File: src/bsa_pkg.sv
package bsa_pkg;

    localparam int ADDR_W     = 32;
    localparam int SIZE_W     = 16;
    localparam int STATUS_W   = 2;
    localparam int OUT_IDX_W  = 7;
    localparam int CFG_IDX_W  = 2;
    localparam int CFG_DATA_W = 32;
    localparam int WORD_BITS  = 32;
    localparam int BIT_W      = 5;

    localparam logic [STATUS_W-1:0] STATUS_OK       = 2'd0;
    localparam logic [STATUS_W-1:0] STATUS_FULL     = 2'd1;
    localparam logic [STATUS_W-1:0] STATUS_BAD_ADDR = 2'd2;

    localparam logic [CFG_IDX_W-1:0] CFG_SLOT_BYTES = 2'd0;
    localparam logic [CFG_IDX_W-1:0] CFG_POOL_BASE  = 2'd1;

    localparam logic [SIZE_W-1:0] SLOT_BYTES_RESET = 16'd16;
    localparam logic [ADDR_W-1:0] POOL_BASE_RESET  = 32'd0;

    typedef enum logic [3:0] {
        ST_IDLE,
        ST_DISP,
        ST_ACHK,
        ST_SCAN,
        ST_SCHK,
        ST_AFAIL,
        ST_MUL,
        ST_ADD,
        ST_FCHK,
        ST_FDIV,
        ST_FCLR,
        ST_FBAD,
        ST_EMIT
    } step_t;

    typedef enum logic [3:0] {
        OP_LOAD,
        OP_SPAN,
        OP_WPCLR,
        OP_SCAN,
        OP_NONE,
        OP_RES_FULL,
        OP_MUL,
        OP_RES_ALLOC,
        OP_DIVINIT,
        OP_DIVSTEP,
        OP_RES_FREE,
        OP_RES_BAD,
        OP_EMIT
    } op_t;

    typedef enum logic [3:0] {
        CD_ALWAYS,
        CD_ACCEPT,
        CD_MODE_FREE,
        CD_FULL,
        CD_HIT,
        CD_SCAN_DONE,
        CD_OUT_RANGE,
        CD_DIV_MORE,
        CD_OUT_FREE
    } cond_t;

    typedef struct packed {
        op_t   op;
        cond_t cond;
        step_t go_true;
        step_t go_false;
    } ctrl_word_t;

    typedef struct packed {
        logic accept;
        logic mode_free;
        logic full;
        logic hit;
        logic scan_done;
        logic out_range;
        logic div_more;
        logic out_free;
    } flags_t;

    function automatic ctrl_word_t ucode(input step_t s);
        ctrl_word_t w;
        w = '{OP_LOAD, CD_ACCEPT, ST_DISP, ST_IDLE};
        unique case (s)
            ST_IDLE:  w = '{OP_LOAD,      CD_ACCEPT,    ST_DISP,  ST_IDLE};
            ST_DISP:  w = '{OP_SPAN,      CD_MODE_FREE, ST_FCHK,  ST_ACHK};
            ST_ACHK:  w = '{OP_WPCLR,     CD_FULL,      ST_AFAIL, ST_SCAN};
            ST_SCAN:  w = '{OP_SCAN,      CD_HIT,       ST_MUL,   ST_SCHK};
            ST_SCHK:  w = '{OP_NONE,      CD_SCAN_DONE, ST_AFAIL, ST_SCAN};
            ST_AFAIL: w = '{OP_RES_FULL,  CD_ALWAYS,    ST_EMIT,  ST_EMIT};
            ST_MUL:   w = '{OP_MUL,       CD_ALWAYS,    ST_ADD,   ST_ADD};
            ST_ADD:   w = '{OP_RES_ALLOC, CD_ALWAYS,    ST_EMIT,  ST_EMIT};
            ST_FCHK:  w = '{OP_DIVINIT,   CD_OUT_RANGE, ST_FBAD,  ST_FDIV};
            ST_FDIV:  w = '{OP_DIVSTEP,   CD_DIV_MORE,  ST_FDIV,  ST_FCLR};
            ST_FCLR:  w = '{OP_RES_FREE,  CD_ALWAYS,    ST_EMIT,  ST_EMIT};
            ST_FBAD:  w = '{OP_RES_BAD,   CD_ALWAYS,    ST_EMIT,  ST_EMIT};
            ST_EMIT:  w = '{OP_EMIT,      CD_OUT_FREE,  ST_IDLE,  ST_EMIT};
            default:  w = '{OP_LOAD,      CD_ACCEPT,    ST_DISP,  ST_IDLE};
        endcase
        return w;
    endfunction

    function automatic logic [BIT_W-1:0] first_zero(input logic [WORD_BITS-1:0] w);
        logic [BIT_W-1:0] pos;
        pos = '0;
        for (int i = WORD_BITS - 1; i >= 0; i--)
        begin
            if (!w[i])
            begin
                pos = BIT_W'(i);
            end
        end
        return pos;
    endfunction

endpackage

File: src/bsa_sequencer.sv
module bsa_sequencer (
    input  logic                clk,
    input  logic                rst_n,
    input  bsa_pkg::flags_t     flags,
    output bsa_pkg::ctrl_word_t ctrl
);

    bsa_pkg::step_t step_reg;
    bsa_pkg::step_t step_next;
    logic           take;

    assign ctrl = bsa_pkg::ucode(step_reg);

    always_comb
    begin
        unique case (ctrl.cond)
            bsa_pkg::CD_ALWAYS:    take = 1'b1;
            bsa_pkg::CD_ACCEPT:    take = flags.accept;
            bsa_pkg::CD_MODE_FREE: take = flags.mode_free;
            bsa_pkg::CD_FULL:      take = flags.full;
            bsa_pkg::CD_HIT:       take = flags.hit;
            bsa_pkg::CD_SCAN_DONE: take = flags.scan_done;
            bsa_pkg::CD_OUT_RANGE: take = flags.out_range;
            bsa_pkg::CD_DIV_MORE:  take = flags.div_more;
            bsa_pkg::CD_OUT_FREE:  take = flags.out_free;
            default:               take = 1'b1;
        endcase
        step_next = take ? ctrl.go_true : ctrl.go_false;
    end

    always_ff @(posedge clk or negedge rst_n)
    begin
        if (!rst_n)
        begin
            step_reg <= bsa_pkg::ST_IDLE;
        end
        else
        begin
            step_reg <= step_next;
        end
    end

endmodule

File: src/bsa_datapath.sv
module bsa_datapath #(
    parameter int SLOT_COUNT = 128
) (
    input  logic                              clk,
    input  logic                              rst_n,
    input  bsa_pkg::ctrl_word_t               ctrl,
    output bsa_pkg::flags_t                   flags,
    input  logic                              in_valid,
    input  logic                              mode,
    input  logic [bsa_pkg::ADDR_W-1:0]        item_address,
    input  logic                              out_stall,
    output logic                              out_valid,
    output logic [bsa_pkg::STATUS_W-1:0]      status,
    output logic [bsa_pkg::OUT_IDX_W-1:0]     slot_index,
    output logic [bsa_pkg::ADDR_W-1:0]        slot_address,
    input  logic                              cfg_valid,
    input  logic [bsa_pkg::CFG_IDX_W-1:0]     cfg_index,
    input  logic [bsa_pkg::CFG_DATA_W-1:0]    cfg_data
);

    localparam int MAP_WORDS = SLOT_COUNT / bsa_pkg::WORD_BITS;
    localparam int IDX_W     = $clog2(SLOT_COUNT);
    localparam int WI_W      = (MAP_WORDS > 1) ? $clog2(MAP_WORDS) : 1;
    localparam int WC_W      = $clog2(MAP_WORDS + 1);
    localparam int SPAN_W    = bsa_pkg::SIZE_W + IDX_W;
    localparam int PROD_W    = bsa_pkg::SIZE_W + IDX_W;
    localparam int CNT_W     = $clog2(IDX_W);
    localparam int CAT_W     = WI_W + bsa_pkg::BIT_W;
    localparam int OUT_IDX_W_EXT = bsa_pkg::OUT_IDX_W + IDX_W;

    logic [bsa_pkg::WORD_BITS-1:0]  map_reg [MAP_WORDS];
    logic [bsa_pkg::WORD_BITS-1:0]  map_next [MAP_WORDS];
    logic                           pool_full_reg, pool_full_next;
    logic                           out_valid_reg, out_valid_next;
    logic [bsa_pkg::SIZE_W-1:0]     slot_bytes_reg, slot_bytes_next;
    logic [bsa_pkg::ADDR_W-1:0]     pool_base_reg, pool_base_next;
    logic [WC_W-1:0]                wp_reg, wp_next;
    logic [CNT_W-1:0]               cnt_reg, cnt_next;

    logic                           mode_reg, mode_next;
    logic [bsa_pkg::ADDR_W-1:0]     offset_reg, offset_next;
    logic [SPAN_W-1:0]              span_reg, span_next;
    logic [SPAN_W-1:0]              rem_reg, rem_next;
    logic [SPAN_W-1:0]              dvs_reg, dvs_next;
    logic [IDX_W-1:0]               idx_reg, idx_next;
    logic [PROD_W-1:0]              prod_reg, prod_next;
    logic [bsa_pkg::STATUS_W-1:0]   res_status_reg, res_status_next;
    logic [bsa_pkg::ADDR_W-1:0]     res_addr_reg, res_addr_next;
    logic [bsa_pkg::STATUS_W-1:0]   out_status_reg, out_status_next;
    logic [bsa_pkg::OUT_IDX_W-1:0]  out_index_reg, out_index_next;
    logic [bsa_pkg::ADDR_W-1:0]     out_addr_reg, out_addr_next;

    logic [bsa_pkg::WORD_BITS-1:0]  scan_word;
    logic [bsa_pkg::BIT_W-1:0]      scan_bit;
    logic [CAT_W-1:0]               scan_cat;
    logic [IDX_W-1:0]               free_word;
    logic [OUT_IDX_W_EXT-1:0]       idx_ext;
    logic                           accept;
    logic                           out_free;

    assign accept    = in_valid && (ctrl.op == bsa_pkg::OP_LOAD);
    assign out_free  = !out_valid_reg || !out_stall;
    assign scan_word = map_reg[wp_reg[WI_W-1:0]];
    assign scan_bit  = bsa_pkg::first_zero(scan_word);
    assign scan_cat  = {wp_reg[WI_W-1:0], scan_bit};
    assign free_word = idx_reg >> bsa_pkg::BIT_W;
    assign idx_ext   = {{bsa_pkg::OUT_IDX_W{1'b0}}, idx_reg};

    assign flags.accept    = accept;
    assign flags.mode_free = mode_reg;
    assign flags.full      = pool_full_reg;
    assign flags.hit       = (scan_word != '1);
    assign flags.scan_done = (wp_reg == WC_W'(MAP_WORDS));
    assign flags.out_range = (offset_reg >= bsa_pkg::ADDR_W'(span_reg));
    assign flags.div_more  = (cnt_reg != '0);
    assign flags.out_free  = out_free;

    assign out_valid    = out_valid_reg;
    assign status       = out_status_reg;
    assign slot_index   = out_index_reg;
    assign slot_address = out_addr_reg;

    always_comb
    begin
        map_next        = map_reg;
        pool_full_next  = pool_full_reg;
        out_valid_next  = out_valid_reg && out_stall;
        slot_bytes_next = slot_bytes_reg;
        pool_base_next  = pool_base_reg;
        wp_next         = wp_reg;
        cnt_next        = cnt_reg;
        mode_next       = mode_reg;
        offset_next     = offset_reg;
        span_next       = span_reg;
        rem_next        = rem_reg;
        dvs_next        = dvs_reg;
        idx_next        = idx_reg;
        prod_next       = prod_reg;
        res_status_next = res_status_reg;
        res_addr_next   = res_addr_reg;
        out_status_next = out_status_reg;
        out_index_next  = out_index_reg;
        out_addr_next   = out_addr_reg;

        if (cfg_valid)
        begin
            if (cfg_index == bsa_pkg::CFG_SLOT_BYTES)
            begin
                slot_bytes_next = cfg_data[bsa_pkg::SIZE_W-1:0];
            end
            else if (cfg_index == bsa_pkg::CFG_POOL_BASE)
            begin
                pool_base_next = cfg_data[bsa_pkg::ADDR_W-1:0];
            end
        end

        unique case (ctrl.op)
            bsa_pkg::OP_LOAD:
            begin
                if (accept)
                begin
                    mode_next   = mode;
                    offset_next = item_address - pool_base_reg;
                end
            end
            bsa_pkg::OP_SPAN:
            begin
                span_next = SPAN_W'(slot_bytes_reg * SLOT_COUNT);
            end
            bsa_pkg::OP_WPCLR:
            begin
                wp_next = '0;
            end
            bsa_pkg::OP_SCAN:
            begin
                if (scan_word != '1)
                begin
                    map_next[wp_reg[WI_W-1:0]][scan_bit] = 1'b1;
                    idx_next = scan_cat[IDX_W-1:0];
                end
                else
                begin
                    wp_next = wp_reg + 1'b1;
                end
            end
            bsa_pkg::OP_NONE:
            begin
            end
            bsa_pkg::OP_RES_FULL:
            begin
                pool_full_next  = 1'b1;
                res_status_next = bsa_pkg::STATUS_FULL;
                idx_next        = '0;
                res_addr_next   = '0;
            end
            bsa_pkg::OP_MUL:
            begin
                prod_next = PROD_W'(idx_reg) * PROD_W'(slot_bytes_reg);
            end
            bsa_pkg::OP_RES_ALLOC:
            begin
                res_status_next = bsa_pkg::STATUS_OK;
                res_addr_next   = pool_base_reg + bsa_pkg::ADDR_W'(prod_reg);
            end
            bsa_pkg::OP_DIVINIT:
            begin
                rem_next = offset_reg[SPAN_W-1:0];
                dvs_next = SPAN_W'({slot_bytes_reg, {(IDX_W-1){1'b0}}});
                idx_next = '0;
                cnt_next = CNT_W'(IDX_W - 1);
            end
            bsa_pkg::OP_DIVSTEP:
            begin
                if (rem_reg >= dvs_reg)
                begin
                    rem_next = rem_reg - dvs_reg;
                    idx_next = {idx_reg[IDX_W-2:0], 1'b1};
                end
                else
                begin
                    idx_next = {idx_reg[IDX_W-2:0], 1'b0};
                end
                dvs_next = dvs_reg >> 1;
                if (cnt_reg != '0)
                begin
                    cnt_next = cnt_reg - 1'b1;
                end
            end
            bsa_pkg::OP_RES_FREE:
            begin
                map_next[free_word[WI_W-1:0]][idx_reg[bsa_pkg::BIT_W-1:0]] = 1'b0;
                pool_full_next  = 1'b0;
                res_status_next = bsa_pkg::STATUS_OK;
                res_addr_next   = '0;
            end
            bsa_pkg::OP_RES_BAD:
            begin
                res_status_next = bsa_pkg::STATUS_BAD_ADDR;
                idx_next        = '0;
                res_addr_next   = '0;
            end
            bsa_pkg::OP_EMIT:
            begin
                if (out_free)
                begin
                    out_valid_next  = 1'b1;
                    out_status_next = res_status_reg;
                    out_index_next  = idx_ext[bsa_pkg::OUT_IDX_W-1:0];
                    out_addr_next   = res_addr_reg;
                end
            end
            default:
            begin
            end
        endcase
    end

    always_ff @(posedge clk or negedge rst_n)
    begin
        if (!rst_n)
        begin
            map_reg        <= '{default: '0};
            pool_full_reg  <= 1'b0;
            out_valid_reg  <= 1'b0;
            slot_bytes_reg <= bsa_pkg::SLOT_BYTES_RESET;
            pool_base_reg  <= bsa_pkg::POOL_BASE_RESET;
            wp_reg         <= '0;
            cnt_reg        <= '0;
        end
        else
        begin
            map_reg        <= map_next;
            pool_full_reg  <= pool_full_next;
            out_valid_reg  <= out_valid_next;
            slot_bytes_reg <= slot_bytes_next;
            pool_base_reg  <= pool_base_next;
            wp_reg         <= wp_next;
            cnt_reg        <= cnt_next;
        end
    end

    always_ff @(posedge clk)
    begin
        mode_reg       <= mode_next;
        offset_reg     <= offset_next;
        span_reg       <= span_next;
        rem_reg        <= rem_next;
        dvs_reg        <= dvs_next;
        idx_reg        <= idx_next;
        prod_reg       <= prod_next;
        res_status_reg <= res_status_next;
        res_addr_reg   <= res_addr_next;
        out_status_reg <= out_status_next;
        out_index_reg  <= out_index_next;
        out_addr_reg   <= out_addr_next;
    end

endmodule

File: src/bitmap_slot_allocator_top.sv
// channel   direction  handshake              payload
// in        to block   in_valid / in_stall    mode, item_address
// out       from block out_valid / out_stall  status, slot_index, slot_address
// cfg       to block   cfg_valid / cfg_ready  cfg_index, cfg_data
//
// one transaction at a time, stepped by the microcode sequencer
// allocate: scans the bitmap word by word for a free bit, then multiplies and adds; refused with full flag set
// free: the slot index comes from the one-bit-per-step divider, dividing the offset by the slot size
// free outside the pool: refused as a bad address; allocate that finds no free slot: refused after every bitmap word
// reset clears the bitmap and full flag at once; slot size returns to 16, pool_base to 0
// a result held by out_stall keeps the sequencer in its emit step; cfg_ready is always high
module bitmap_slot_allocator_top #(
    parameter int SLOT_COUNT = 128
) (
    input  logic                              clk,
    input  logic                              rst_n,
    input  logic                              in_valid,
    output logic                              in_stall,
    input  logic                              mode,
    input  logic [bsa_pkg::ADDR_W-1:0]        item_address,
    output logic                              out_valid,
    input  logic                              out_stall,
    output logic [bsa_pkg::STATUS_W-1:0]      status,
    output logic [bsa_pkg::OUT_IDX_W-1:0]     slot_index,
    output logic [bsa_pkg::ADDR_W-1:0]        slot_address,
    input  logic                              cfg_valid,
    output logic                              cfg_ready,
    input  logic [bsa_pkg::CFG_IDX_W-1:0]     cfg_index,
    input  logic [bsa_pkg::CFG_DATA_W-1:0]    cfg_data
);

    bsa_pkg::ctrl_word_t ctrl;
    bsa_pkg::flags_t     flags;

    assign in_stall  = (ctrl.op != bsa_pkg::OP_LOAD);
    assign cfg_ready = 1'b1;

    bsa_sequencer u_seq (
        .clk   (clk),
        .rst_n (rst_n),
        .flags (flags),
        .ctrl  (ctrl)
    );

    bsa_datapath #(
        .SLOT_COUNT (SLOT_COUNT)
    ) u_dp (
        .clk          (clk),
        .rst_n        (rst_n),
        .ctrl         (ctrl),
        .flags        (flags),
        .in_valid     (in_valid),
        .mode         (mode),
        .item_address (item_address),
        .out_stall    (out_stall),
        .out_valid    (out_valid),
        .status       (status),
        .slot_index   (slot_index),
        .slot_address (slot_address),
        .cfg_valid    (cfg_valid),
        .cfg_index    (cfg_index),
        .cfg_data     (cfg_data)
    );

endmodule
File: config.mk
export PLATFORM = sky130hd
export DESIGN_NAME = bitmap_slot_allocator_top
export DESIGN_NICKNAME = d
export VERILOG_FILES = /design/src/bsa_pkg.sv /design/src/bsa_sequencer.sv /design/src/bsa_datapath.sv /design/src/bitmap_slot_allocator_top.sv
export SDC_FILE = /design/constraint.sdc
export NUM_CORES = 1
export LEC_CHECK = 0
export BUFFER_PORTS_ARGS = -buffer_cell sky130_fd_sc_hd__buf_2
export CAP_MARGIN = 40
export CELL_PAD_IN_SITES_DETAIL_PLACEMENT = 1
export CELL_PAD_IN_SITES_GLOBAL_PLACEMENT = 1
export CORE_ASPECT_RATIO = 1.75
export CORE_MARGIN = 2
export CORE_UTILIZATION = 30
export CTS_CLUSTER_SIZE = 16
export DETAILED_ROUTE_END_ITERATION = 6
export PLACE_DENSITY = 0.51
export SYNTH_ARGS = -nofsm -noshare
export SYNTH_HDL_FRONTEND = slang
export SYNTH_SLANG_ARGS = --single-unit
File: constraint.sdc
create_clock -name clk -period 5.5 [get_ports clk]
set_input_delay 0.825 -clock clk [delete_from_list [all_inputs] [get_ports clk]]
set_output_delay 0.825 -clock clk [all_outputs]
set_load 0.03 [all_outputs]
* Word level (Yosys, flattened, before mapping)
Memories as Yosys holds them, arrays and structs flattened.
Index checks and enable logic that the tools add are counted.
** Cells by class
- $add $sub $neg :: 5
- Multipliers :: 1
- Divide/modulo/power cells :: 0
- Magnitude comparators :: 10
- Eq/ne operators :: 26
- Shift operators :: 0
- Muxes and demuxes :: 62
- Bitwise gates (word level) :: 6
- Reductions and logical operators :: 32
** Operator list (number)
- $pmux W128 S2 :: 1
- $mux W5 :: 32
- $and A128 B128 Y128 :: 1
- $demux W32 S2 :: 2
- $mux W128 :: 1
- $mux W32 :: 4
- $not A128 Y128 :: 1
- $or A128 B128 Y128 :: 1
- $pmux W23 S2 :: 2
- $bmux W32 S2 :: 1
- $pmux W32 S2 :: 1
- $add A32 B23 Y32 :: 1
- $ge A32 B23 Y1 :: 1
- $ne A32 B32 Y1 const B :: 1
- $sub A32 B32 Y32 :: 1
- $eq A4 B3 Y1 const B :: 7
- $eq A4 B4 Y1 const B :: 6
- $ge A23 B23 Y1 :: 1
- $mul A7 B16 Y23 :: 1
- $mux W23 :: 1
- $sub A23 B23 Y23 :: 1
- $pmux W7 S3 :: 1
- $eq A4 B2 Y1 const B :: 4
- $reduce_and A2 Y1 :: 8
- 33 further kinds :: 61
** Storage, ports and cells
- Bits in registers :: 388
- Bits in latches :: 0
- Memory bits (writable) :: 0
- Bits in read-only memories :: 256
- Input bits :: 72
- Logic and storage cells :: 166
- Memories kept :: 1
** Memories
- (name not given) :: depth 16, bits a word 16, read ports 1, clocked after Yosys merged registers in 0, wr ports 0, RTL line bsa_pkg.sv:87 : unique case (s)

* Logic depth before layout (Yosys ltp)
- Depth in word-level cells :: 45
- Depth in mapped cells :: 19
- Mapped depth without buffers :: 18

* Modules after synthesis
Synthesis repeated with hierarchy kept, for this count alone.
** Second synthesis, totals
- Cell total of the unflattened synthesis :: 2399
- Area total of the unflattened synthesis :: 24417.2 um^2
** By module, submodules not included
- bsa_datapath :: instances 1, cells an instance 2312, area each 23721.5 um^2, sequential area each 10581.4 um^2
- bsa_sequencer :: instances 1, cells an instance 84, area each 676.9 um^2, sequential area each 100.1 um^2
- bitmap_slot_allocator_top :: instances 1, cells an instance 3, area each 18.8 um^2, sequential area each 0.0 um^2

* Worst setup path before layout
OpenSTA, ideal clock, no wires.
- Path kind :: register -> register
- Start point :: reg u_dp.idx_reg[3]
- End point :: reg u_dp.prod_reg[21], data pin
- Arrival :: 5211 ps
- Path slack :: 26 ps
- Stages on the path, launching flop included :: 18
- Path buffers :: 2
- Period minus slack after synthesis :: 5474 ps
- Path through :: edfxtp_1 -> clkbuf_1 -> buf_1 -> nand2_1 -> fa_1 -> inv_1 -> fa_1 -> fa_1 -> fa_1 -> ha_1 -> nor2_1 -> or4b_2 -> a31oi_1 -> a21boi_0 -> a41oi_1 -> a211oi_1 -> a221oi_1 -> xnor2_1
** On the way
- Word-level cells in the longest chain between the ends :: 1
** RTL lines
- from (decl) :: RTL line bsa_datapath.sv:45 : logic [IDX_W-1:0] idx_reg, idx_next;
- from (signal assigned) :: RTL line bsa_datapath.sv:249 : idx_reg <= idx_next;
- $mul A7 B16 Y23 :: RTL line bsa_datapath.sv:158 : prod_next = PROD_W'(idx_reg) * PROD_W'(slot_bytes_reg);
- to (signal assigned) :: RTL line bsa_datapath.sv:250 : prod_reg <= prod_next;
- to (decl) :: RTL line bsa_datapath.sv:46 : logic [PROD_W-1:0] prod_reg, prod_next;
No other way between the ends.
A chain may end at the register's enable or synchronous reset.

* Worst setup path in the final report
- Start point :: reg u_dp.slot_bytes_reg[3] (netlist bit)
- End point :: reg u_dp.prod_reg[22], data pin
** On the way
- Word-level cells in the longest chain between the ends :: 1
** RTL lines
- from (decl) :: RTL line bsa_datapath.sv:35 : logic [bsa_pkg::SIZE_W-1:0] slot_bytes_reg, slot_bytes_next;
- from (signal assigned) :: RTL line bsa_datapath.sv:225 : slot_bytes_reg <= bsa_pkg::SLOT_BYTES_RESET;
- from (signal assigned) :: RTL line bsa_datapath.sv:235 : slot_bytes_reg <= slot_bytes_next;
- $mul A7 B16 Y23 :: RTL line bsa_datapath.sv:158
No other way between the ends.

==> results.ini <==
[worst_setup_path]
slowest_delay_ps=540
path_delay_family=adder cells
worstPathMaxFanout=6
critPathKind=reg2reg
required_ps=5850
critPathMostFrequentCell=fa_1
crit_slowest_cell=fa_1
cp-end-kind=flop
arrival_ps=5590
path_cells=and2_1 > fa_1 > inv_1 > fa_1 > fa_1 > inv_1 > fa_1 > ha_1 > buf_4 > a211oi_4 > o31ai_2 > or4_1 > a221o_1 > nand4_1 > and4_1 > o21ai_0 > and3_1
reg2reg_slack_ps=260
critPathBufInv=3
start_kind=flop

[clock_network]
tritoncts=done
numCtsBuffers=43
htreeDepth=2
cts.sinks=387
root_buffer=clkbuf_16
clk_pin_slew_ps=60
clock_path_buffers=3
clk_latency_ps=610

[sta]
hold_violations=0
min_period_over_period=0.9525
max_freq_mhz=190.9
final-max-slew-violation-count=0
finalClockSkew_ps=27.15
maxSlewHeadroom=0.3790
min_period_ps=5239
tightest_slew_ps=931.4
finalSetupViolCount=0

[final_layout]
drive_above_1_share=0.1524
stdcell_area_mm2=0.02716
multi_input_area_mm2=0.01185
fill_cells=8665
fin_nets=2694
largest_reg_flops=128
insertedDiodeCount=0
ff_latch_area_mm2=0.01069
instances_no_fill=3468
syn_to_final_growth_pct=15.40

[synthesis]
synthDistinctLibCells=82
syn_area_per_cell_um2=10.40
yosysSeqAreaShare=0.4539
synth-main-ff-cell=edfxtp_1
synth-edff-count=199
syn_area_mm2=0.02353
ys_seq_elements=387
async_flop_share=0.4858
syn_nets=2550
synthesis.instances=2262
synth_warnings=0

[pwr]
p_comb_frac=0.568
p_seq_frac=0.265
power_w=0.01781
peakVddDrop_v=0.0004030
switching_share=0.4332
powerDensity_mw_per_mm2=655.7
switchingPower_w=0.007714
p_leak_nw=11.60
clkPwrFrac=0.167
p_int_w=0.01009

[route]
drtIter0Drc=768
vias=17780
firstDrtPassIters=5
wl_per_cell_um=22.58
antenna_left=0
route.detailed.drc=0
viasPerCell=5.126
totalWireLength_um=78300

[placement]
dp_hpwl_um=59610
gp_congestion=0.8183
placed_area_mm2=0.02567
port_buffers=114
dp_cells=3383

[grt]
grt_pass1_vias=19980
grt_max_degree=100
grt_remaining_overflow=0
grt_usage=0.1945
grt_pass1_wl_um=120300
antenna_found_initial=2

[floorplanning]
chipWidth_um=215.7
dieArea_mm2=0.08079
row_count=135
ios=116
coreArea_mm2=0.07753
initial_core_util=0.3035
dieHeight_um=374.5

[job]
drv_cap=0

[status]
status=finished clean

[min_path]
hold_path.class=in2async

-- cell usage after synthesis (22+ instances only) --
cell,number,area share
o21ai_0,331,0.070
nand2_1,260,0.041
edfxtp_1,199,0.25
dfrtp_1,187,0.20
inv_1,172,0.027
ha_1,144,0.077
nor2_1,118,0.019
a21oi_1,73,0.016
fa_1,72,0.061
clkbuf_1,70,0.011
xnor2_1,55,0.020
mux2_2,49,0.023
nand3_1,49,0.010
and2_1,38,0.010
nor3_1,36,0.0077
xor2_1,33,0.012
a21o_1,32,0.010
nor2b_1,22,0.0058
-- cell type report --
class / count / area share
multi-input cells: 1607 / 0.4365
well taps: 1027 / 0.04731
clock buffers: 62 / 0.04566
flip-flops and latches: 387 / 0.3934
inverters: 172 / 0.02377
clock inverters: 18 / 0.006450
repair buffers: 195 / 0.04690
-- per-layer routing --
metal,global-route usage,up-vias,share of wire
li1,-,8295,-
met1,0.2073,9089,0.38
met2,0.3885,265,0.56
met3,0.02133,125,0.023
met4,0.06571,2,0.032
met5,0,-,0.00020
-- kinds of logic after synthesis --
group	Yosys count	synth area share
AND/OR/NAND/NOR	632	0.1274
AO/OA/AOI/OAI	580	0.1420
flip-flops	387	0.4539
buffers and inverters	268	0.04583
adder cells (fa/ha/maj)	216	0.1378
multiplexers	90	0.06018
XOR/XNOR	88	0.03275
other	1	0.0001593
-- timing repair --
action,4_1_cts,5_1_grt
buffers inserted,0,5
endpoints found under the setup margin,0,4
hold buffers,0,0
resized for setup,0,10
-- cells in the final DEF (no fill, tap or decap), drive strengths merged, types with 11 or more instances in the layout --
cell,instances
a211oi,14
ha,144
a31oi,18
fa,72
and2,40
or3,12
inv,176
edfxtp,199
nand2,261
a21o,32
nand4,12
nor2,118
clkbuf,63
a21oi,73
buf,194
nand2b,20
xnor2,55
nor3b,11
o21ai,351
and3,19
nor3,39
o31ai,14
nor2b,22
o21a,11
mux4,32
nand3,50
xor2,33
mux2,50
dfrtp,187
a21boi,11
-- final timing paths --
check / start / to / cells past startpoint
hold / removal: rst_n / u_dp.map_reg[54] / 1
setup / recovery: u_dp.slot_bytes_reg[3] / u_dp.prod_reg[22] / 17
max in group asynchronous: rst_n / u_dp.pool_base_reg[16] / 2
min in group clk: mode / u_dp.mode_reg / 1
hold reg to reg: u_dp.res_addr_reg[8] / u_dp.slot_address[8] / 0
setup reg to reg: u_dp.slot_bytes_reg[3] / u_dp.prod_reg[22] / 17
-- power by group through the flow --
| stage | logic [W] | clock network, W | registers (W) |
|---|---|---|---|
| finish | 0.0101 | 0.00298 | 0.00471 |
| global route | 0.0114 | 0.00316 | 0.00479 |
| CTS | 0.0102 | 0.00307 | 0.00473 |
| detailed placement | 0.0101 | 0 | 0.00478 |
| global placement | 0.00986 | 0 | 0.00478 |
| floorplan | 0.00713 | 0 | 0.00463 |
-- through the flow --
stage               utilization  hold slack (ps)  setup TNS (ps)  worst slack (ps)
floorplan                     -            400.3               0             25.78
global route             0.3503            369.7          -4.713            -4.713
detailed placement       0.3311            406.3          -3.426            -3.426
CTS                      0.3494            339.5               0             1.442
global placement         0.3296            406.5               0             19.03
finish                   0.3503            290.7               0             261.3
No activity file was read; power rests on OpenSTA's default activity.
